**config.mk**
```make
export PLATFORM = sky130hd
export DESIGN_NAME = fbrf_ctrl
export DESIGN_NICKNAME = d
export VERILOG_FILES = /design/src/fbrf_pkg.sv /design/src/fbrf_ctrl.sv
export SDC_FILE = /design/constraint.sdc
export NUM_CORES = 1
export LEC_CHECK = 0
export BUFFER_PORTS_ARGS = -buffer_cell sky130_fd_sc_hd__buf_2
export CORE_AREA = 3 3 40 42
export CTS_CLUSTER_DIAMETER = 200
export DETAILED_ROUTE_END_ITERATION = 7
export DIE_AREA = 0 0 43 45
export GPL_ROUTABILITY_DRIVEN = 0
export GPL_TIMING_DRIVEN = 0
export SLEW_MARGIN = 10
export SYNTH_ARGS = -nofsm -noshare
export SYNTH_HDL_FRONTEND = slang
export SYNTH_SLANG_ARGS = --single-unit
```
**constraint.sdc**
```tcl
create_clock -name clk -period 1.6 [get_ports clk]
set_input_delay 0.32 -clock clk [delete_from_list [all_inputs] [get_ports clk]]
set_output_delay 0.32 -clock clk [all_outputs]
set_load 0.02 [all_outputs]
```
**src/fbrf_pkg.sv**
```systemverilog
`timescale 1ns / 1ps
// ----------------------------------------------------------------------------
// fbrf_pkg: shared definitions for the framebuffer rectangle fill block
// Field widths, array geometry, operation codes, controller states and the
// command and status bundles between controller and datapath.
// ----------------------------------------------------------------------------
package fbrf_pkg;

  // Array geometry.
  localparam int MAX_ROWS  = 256;
  localparam int MAX_COLS  = 512;
  localparam int MEM_DEPTH = MAX_ROWS * MAX_COLS;
  localparam int ADDR_W    = $clog2(MEM_DEPTH);

  // Field widths.
  localparam int OP_W    = 2;
  localparam int ROW_W   = 8;
  localparam int COL_W   = 9;
  localparam int PIX_W   = 8;
  localparam int NROWS_W = 9;
  localparam int NCOLS_W = 10;

  // Configuration port.
  localparam int CFG_IDX_W  = 1;
  localparam int CFG_DATA_W = NCOLS_W;

  typedef enum logic [CFG_IDX_W-1:0] {
    CFG_ROWS_IN_USE = 1'b0,
    CFG_COLS_IN_USE = 1'b1
  } cfg_reg_t;

  typedef enum logic [OP_W-1:0] {
    OP_READ  = 2'd0,
    OP_WRITE = 2'd1,
    OP_FILL  = 2'd2
  } op_t;

  typedef enum logic [1:0] {
    S_IDLE,
    S_DECODE,
    S_FILL,
    S_RESULT
  } state_t;

  // Controller to datapath.
  typedef struct packed {
    logic capture;    // latch the input transaction
    logic mem_rd;     // read one pixel at the current address
    logic mem_wr;     // write the color at the current address
    logic fill_step;  // advance the fill address
    logic out_load;   // load the result into the output register
  } fbrf_cmd_t;

  // Datapath to controller.
  typedef struct packed {
    op_t  op;         // captured operation
    logic pix_ok;     // single pixel address is inside the image
    logic fill_ok;    // rectangle is well formed and inside the image
    logic fill_last;  // current fill address is the last corner
    logic out_busy;   // output register holds a result not yet taken
  } fbrf_stat_t;

endpackage

```
**src/fbrf_ctrl.sv**
```systemverilog
`timescale 1ns / 1ps
// ----------------------------------------------------------------------------
// fbrf_ctrl: controller of the framebuffer rectangle fill block
// Sequences accept, check, pixel access or fill sweep, and result hand-off.
// ----------------------------------------------------------------------------
module fbrf_ctrl
  import fbrf_pkg::*;
(
  input  logic       clk,
  input  logic       rst_n,
  input  logic       in_valid,
  output logic       in_ready,
  input  fbrf_stat_t stat,
  output fbrf_cmd_t  cmd
);

  state_t state_r;
  state_t state_nxt;

  always_ff @(posedge clk) begin
    if (!rst_n) begin
      state_r <= S_IDLE;
    end else begin
      state_r <= state_nxt;
    end
  end

  always_comb begin
    state_nxt = state_r;
    cmd       = '0;
    in_ready  = 1'b0;
    unique case (state_r)
      S_IDLE: begin
        in_ready = 1'b1;
        if (in_valid) begin
          cmd.capture = 1'b1;
          state_nxt   = S_DECODE;
        end
      end
      S_DECODE: begin
        state_nxt = S_RESULT;
        unique case (stat.op)
          OP_READ:  cmd.mem_rd = stat.pix_ok;
          OP_WRITE: cmd.mem_wr = stat.pix_ok;
          OP_FILL: begin
            if (stat.fill_ok) begin
              state_nxt = S_FILL;
            end
          end
          default: ;
        endcase
      end
      S_FILL: begin
        cmd.mem_wr    = 1'b1;
        cmd.fill_step = 1'b1;
        if (stat.fill_last) begin
          state_nxt = S_RESULT;
        end
      end
      S_RESULT: begin
        if (!stat.out_busy) begin
          cmd.out_load = 1'b1;
          state_nxt    = S_IDLE;
        end
      end
      default: state_nxt = S_IDLE;
    endcase
  end

endmodule

```
==> parameters.txt, run 1 <==
Parameter                              Value

Worst setup path
  Kind of end point of the critical path    output pin
  Crit path max-delay family    flip-flops
  Ordered cell list for the critical path    inv_1, ha_1, and2_1, buf_2
  Category of the worst setup path launch point    flip-flop
  CP arrival    1.22 ns
  Critical-path maximum fanout    5
  Largest stage delay on the critical path    0.37 ns
  Combined buffer and inverter count along the critical path    2
  CP Data Required Time    1.28 ns
  Slowest cell on the critical path    dfxtp_4
  Reg2Reg Launch Point    state_r[0]$_SDFFE_PN0P_
  Path type of the worst setup path    reg2out
  Critical path startpoint    state_r[0]$_SDFFE_PN0P_

Route
  First drt pass iteration count    1
  Detail-routed via count per cell    4.24
  Vias    246
  Routed length per instance    8.95 um
  Final wirelength    519 um
  DRC errors left    0
  DRC violation total after the first TritonRoute iteration    0
  Number of nets with antenna violations after detailed routing    0

Clocking
  Number of post-CTS setup repair buffers    0
  Number of buffers inserted during clock tree synthesis    3
  Deepest clock path buffer count    2
  TritonCTS clock tree    done
  Clock net sink count    2
  Number of buffers added to fix hold violations after cts    0
  Skew-Pair Late Insertion Delay    0.22 ns
  Clock transition at the register clock pins on the worst setup and hold paths after CTS    0.03 ns
  Root buffer cell    clkbuf_4
  H-tree Lvls    1

Final layout
  N_diodes    0
  Biggest register    state_r
  Number of nets in the final layout    58
  Area added between synthesis and finish    66.3%
  Share of post-route cells with drive strength above 1    0.605
  Flip-flop count of the largest register, all copies and words added    2
  Cell Count, Final, Fillers Out    58
  Registers with the most flip-flops    state_r x2

STA
  Transition time at the pin with the least slew margin    0.389 ns
  Minimum clock period after layout    1.54 ns
  Final Hold Viols    0
  Unrepaired setup endpoints after global routing    yes
  Final count of pins violating max slew    0
  Relative max-transition margin    0.734
  Achievable frequency    649 MHz
  Post-route clock period utilization    0.963
  Endpoints failing setup    0
  Clock skew    0.000661 ns

Floorplan
  Chip height    45 um
  Number of primary I/O pins    15
  Core Region    1280 um^2
  Initial core utilization    0.176
  Number of placement rows    13
  DIE AREA    1940 um^2
  Chip width    43 um

GRT
  Initial antenna violation count    0
  Grt ovf    0
  Vias in the first global route    275
  Aggregate global-route resource usage    0.0648
  Pin count of the biggest net entering global routing    6
  Wire length of the first global-routing pass    986 um

Synth
  Async set or reset register ratio after synthesis    0
  Warning count from the yosys run    0
  Average size of a mapped cell    8.71 um^2
  Sequential area share after synthesis    0.177
  Flop and latch count out of synthesis    2
  Leading post-synthesis cells by cell area    ha_1 22%, dfxtp_1 18%, nor2b_1 8.3%
  Most used DFF post-synth    dfxtp_1
  Area fraction of the dominant cell type after synthesis    0.221
  Area of the mapped netlist    226 um^2
  Number of instances in the synthesized netlist    26
  Dominant cell type by area after synthesis    ha_1
  Number of synthesized flops with an enable pin    0
  Most frequent cell after synthesis    ha_1
  Top cells by count, synth    4 x ha_1, 3 x nor2b_1
  Synth unique cells    17
  Synth Net Count    39

Placement
  Number of instances in the placed design    55
  PortBufs    14

Run
  Number of max-cap violations    0

Pwr
  Pleak    0.172 nW
  Tot Pwr    0.000622 W
  Cell area power density    1650 nW/um^2
  Maximum resistive drop on vdd    0.000521 V

Worst hold path
  Type of the most critical hold path    in2reg
  Hold path start    rst_n

Status
  Run status    finished clean
[kinds of logic (layout without fill, tap and decap cells)]
kind of cell | after synthesis | count (layout) | synth area share
compound gates | 7 | 7 | 0.243
fa+ha+maj | 4 | 4 | 0.221
buf+inv | 2 | 19 | 0.0332
simple gates | 11 | 11 | 0.326
flops | 2 | 2 | 0.177
[worst reg2reg max path: cells and delay by family (launching register included)]
family	cells	cell delay, ns
and+or+nand+nor	2	0.62
AOI/OAI and AO/OA	1	0.12
adders and majority gates	1	0.24
buffers and inverters	1	0.08
DFF	1	0.37
[worst paths after layout]
kind,endpoint,slack [ns],depth (start not counted)
hold / removal,state_r[0]$_SDFFE_PN0P_,0.34,3
hold reg to reg,state_r[0]$_SDFFE_PN0P_,0.48,1
setup / recovery,cmd[4],0.06,4
setup reg to reg,state_r[1]$_SDFFE_PN0P_,0.10,5
[what timing repair did]
item / 4_1_cts / 5_1_grt
resized for setup: 6 / 6
endpoints found under the setup margin: 2 / 3
pin swaps: 1 / 1
[where the power goes]
part / total (W) / switching, W / internal [W]
Clock: 0.000108 / 0.0000253 / 0.0000825
Combinational: 0.000376 / 0.000205 / 0.000171
Sequential: 0.000139 / 0.0000470 / 0.0000919
[cell usage in the layout (no fill, tap or decap), drive strengths merged]
| cell | instances |
|---|---|
| ha | 4 |
| a2111oi | 1 |
| buf | 14 |
| nor3 | 1 |
| nand2 | 1 |
| nor2b | 3 |
| inv | 2 |
| o21a | 2 |
| and2b | 1 |
| nor3b | 1 |
| a211oi | 1 |
| nand3b | 1 |
| clkbuf | 3 |
| or4b | 1 |
| o31ai | 2 |
| a21boi | 1 |
| dfxtp | 2 |
| and2 | 2 |
[routing by layer]
metal	up-vias	wire (um)	global-route usage
met5	-	0	0
met1	111	198	0.0622
met4	0	0	0
met2	4	299	0.138
li1	131	-	-
met3	0	20	0.0239
[per-stage QoR]
step                      setup TNS [ns]  setup WS (ns)  hold slack, ns  cell area, um^2  utilization
after global placement                 0         0.0362           0.540              318        0.247
after global routing             -0.0351        -0.0194           0.363              377        0.293
final                                  0         0.0595           0.345              377        0.293
after detailed placement               0         0.0237           0.538              318        0.247
after floorplan                        0         0.0492           0.457              229            -
after CTS                              0        0.00825           0.344              353        0.275
[cell type report]
type | count | area (um^2)
fillers | 140 | 908
multi-input cells | 22 | 201
repair buffers | 14 | 76.3
flip-flops and latches | 2 | 47.5
clock buffers | 3 | 22.5
well taps | 15 | 18.8
inverters | 2 | 10.0
Note: power is estimated with default switching activity, not from simulation.
==> inputs of run 2 (changes only) <==
--- a/config.mk
+++ b/config.mk
@@ -6,12 +6,15 @@
 export NUM_CORES = 1
 export LEC_CHECK = 0
 export BUFFER_PORTS_ARGS = -buffer_cell sky130_fd_sc_hd__buf_2
+export CELL_PAD_IN_SITES_DETAIL_PLACEMENT = 1
+export CELL_PAD_IN_SITES_GLOBAL_PLACEMENT = 1
 export CORE_AREA = 3 3 40 42
 export CTS_CLUSTER_DIAMETER = 200
 export DETAILED_ROUTE_END_ITERATION = 7
 export DIE_AREA = 0 0 43 45
 export GPL_ROUTABILITY_DRIVEN = 0
 export GPL_TIMING_DRIVEN = 0
+export PLACE_DENSITY_LB_ADDON = 0.1
 export SLEW_MARGIN = 10
 export SYNTH_ARGS = -nofsm -noshare
 export SYNTH_HDL_FRONTEND = slang
==> run 2 against run 1 <==
  * Wire length rose by 32%
  * Combinational power rose by 9.3%
  * Critical path type unchanged
  * Die area did not move
  * Worst setup slack got worse by 0.012 ns
  * Utilization rose by 0.58 points
  * Highest routed layer unchanged
  * Count of clock-buffer cells in the layout did not move
  * Non-clock buffer count did not move
  * First-iteration DRC count rose by 1
  * Cell count did not move
==> parameters.txt, run 2 (synthesis gave the netlist of run 1 again) <==
Parameter                              Value

STA
  Achievable frequency    644 MHz
  Unrepaired setup endpoints after global routing    yes
  Minimum clock period after layout    1.55 ns
  Final Hold Viols    0
  Relative max-transition margin    0.731
  Final count of pins violating max slew    0
  Post-route clock period utilization    0.971
  Endpoints failing setup    0
  Setup WS post-layout    0.0470 ns
  Transition time at the pin with the least slew margin    0.394 ns
  Clock skew    0.000691 ns

Status
  Run status    finished clean

Route
  Routed length per instance    11.8 um
  DRC violation total after the first TritonRoute iteration    1
  First drt pass iteration count    2
  DRC errors left    0
  Final wirelength    684 um
  Detail-routed via count per cell    4.47
  Number of nets with antenna violations after detailed routing    0
  Vias    259

Final layout
  Registers with the most flip-flops    state_r x2
  Biggest register    state_r
  Final standard cell utilization of the core    0.299
  Commonest non-fill, non-tap cell in the layout    buf_2
  Area added between synthesis and finish    69.6%
  Fill count    162
  Combined area of the multi-input logic cells    209 um^2
  Sequential cell area in the final layout    47.5 um^2
  N_diodes    0
  Highest-count cells in the layout ignoring fill and taps    13 x buf_2, 3 x nor2b_1, 3 x clkbuf_4
  Flip-flop count of the largest register, all copies and words added    2
  Share of post-route cells with drive strength above 1    0.651
  Number of nets in the final layout    58

Floorplan
  Chip width    43 um
  DIE AREA    1940 um^2
  Chip height    45 um
  Number of placement rows    13
  Initial core utilization    0.176
  Number of primary I/O pins    15
  Core Region    1280 um^2

GRT
  Aggregate global-route resource usage    0.0822
  Pin count of the biggest net entering global routing    6
  Vias in the first global route    307
  Wire length of the first global-routing pass    1.20 mm
  Grt ovf    0
  Initial antenna violation count    0

Pwr
  Sw Ratio    0.457
  Fraction of power consumed by combinational cells    0.614
  Switching pwr    0.000306 W
  Cell area power density    1750 nW/um^2
  Maximum resistive drop on vdd    0.000395 V
  Sequential cell fraction of total power    0.214
  Part of the power in the clock network    0.173
  Power Internal    0.000364 W
  Pleak    0.178 nW

Worst setup path
  Kind of end point of the critical path    output pin
  Path type of the worst setup path    reg2out
  Crit path max-delay family    flip-flops
  Slowest cell on the critical path    dfxtp_4
  Ordered cell list for the critical path    inv_2, ha_2, o21a_1, buf_6
  Category of the worst setup path launch point    flip-flop
  Combined buffer and inverter count along the critical path    2
  Largest stage delay on the critical path    0.38 ns
  Critical-path maximum fanout    5
  CP arrival    1.23 ns
  CP Data Required Time    1.28 ns

Clocking
  Skew-Pair Late Insertion Delay    0.23 ns
  H-tree Lvls    1
  Clock net sink count    2
  Number of post-CTS setup repair buffers    0
  Number of buffers inserted during clock tree synthesis    3
  Root buffer cell    clkbuf_4
  Deepest clock path buffer count    2
  Number of buffers added to fix hold violations after cts    0
  TritonCTS clock tree    done
  Clock transition at the register clock pins on the worst setup and hold paths after CTS    0.03 ns

Placement
  PortBufs    14
  Post-detailed-placement half-perimeter wirelength    547 um
  Setup slack at placement    0.0000961 ns

Worst hold path
  Type of the most critical hold path    in2reg

Run
  Number of max-cap violations    0
==> run 2: cell count changes in the layout (fill, tap and decap cells not counted) <==
cell / before / now
ha_1: 2 / 1
ha_2: 1 / 2
inv_1: 1 / 0
nand2_4: 0 / 1
nand2_2: 1 / 0
inv_2: 0 / 1
==> run 2: worst reg2reg max path: stages (launching register included) <==
cell	delay [ns]
dfxtp_4	0.38
inv_2	0.06
ha_2	0.20
nor2b_1	0.14
or4b_1	0.51
a21boi_1	0.14
==> run 2: final cells by class <==
| type | count | area share |
|---|---|---|
| Tap cell | 15 | 0.0489 |
| Clock buffer | 3 | 0.0586 |
| Timing Repair Buffer | 14 | 0.199 |
| Sequential cell | 2 | 0.124 |
| Multi-Input combinational cell | 22 | 0.544 |
| Inverter | 2 | 0.0261 |
==> run 2: through the flow <==
step | total power, W | cells | hold slack [ns] | instance area [um^2] | TNS, ns
after floorplan | 0.000367 | 26 | 0.457 | 229 | 0
after global placement | 0.000474 | 55 | 0.554 | 318 | -0.00543
after detailed placement | 0.000478 | 55 | 0.548 | 318 | 0
after CTS | 0.000666 | 58 | 0.341 | 377 | 0
after global routing | 0.000744 | 58 | 0.359 | 384 | -0.0491
final | 0.000671 | 58 | 0.348 | 384 | 0
==> run 2: worst paths after layout <==
kind,startpoint,end,slack [ns],cells after the start
max,state_r[0]$_SDFFE_PN0P_,cmd[2],0.05,4
min,rst_n,state_r[1]$_SDFFE_PN0P_,0.35,2
max reg2reg,state_r[0]$_SDFFE_PN0P_,state_r[1]$_SDFFE_PN0P_,0.10,5
min reg2reg,state_r[0]$_SDFFE_PN0P_,state_r[0]$_SDFFE_PN0P_,0.49,1
==> run 2: power by group through the flow <==
stage | clock network, W | registers [W] | logic, W
2_1_floorplan | 0 | 0.000101 | 0.000266
3_3_place_gp | 0 | 0.000117 | 0.000357
3_5_place_dp | 0 | 0.000113 | 0.000365
4_1_cts | 0.000126 | 0.000142 | 0.000398
5_1_grt | 0.000125 | 0.000148 | 0.000471
6_report | 0.000116 | 0.000143 | 0.000411
==> run 2: layer usage <==
layer / vias up / global-route usage / wire length [um]
li1: 128 / - / -
met1: 120 / 0.0933 / 282
met3: 0 / 0.00398 / 48
met5: - / 0 / 0
met2: 11 / 0.141 / 354
met4: 0 / 0.0723 / 0
==> run 2: what timing repair did <==
item / CTS / global route
setup endpoints to repair: 3 / 4
resized for setup: 12 / 3
endpoints found under the hold margin: 0 / 0
pin swaps: 2 / 3
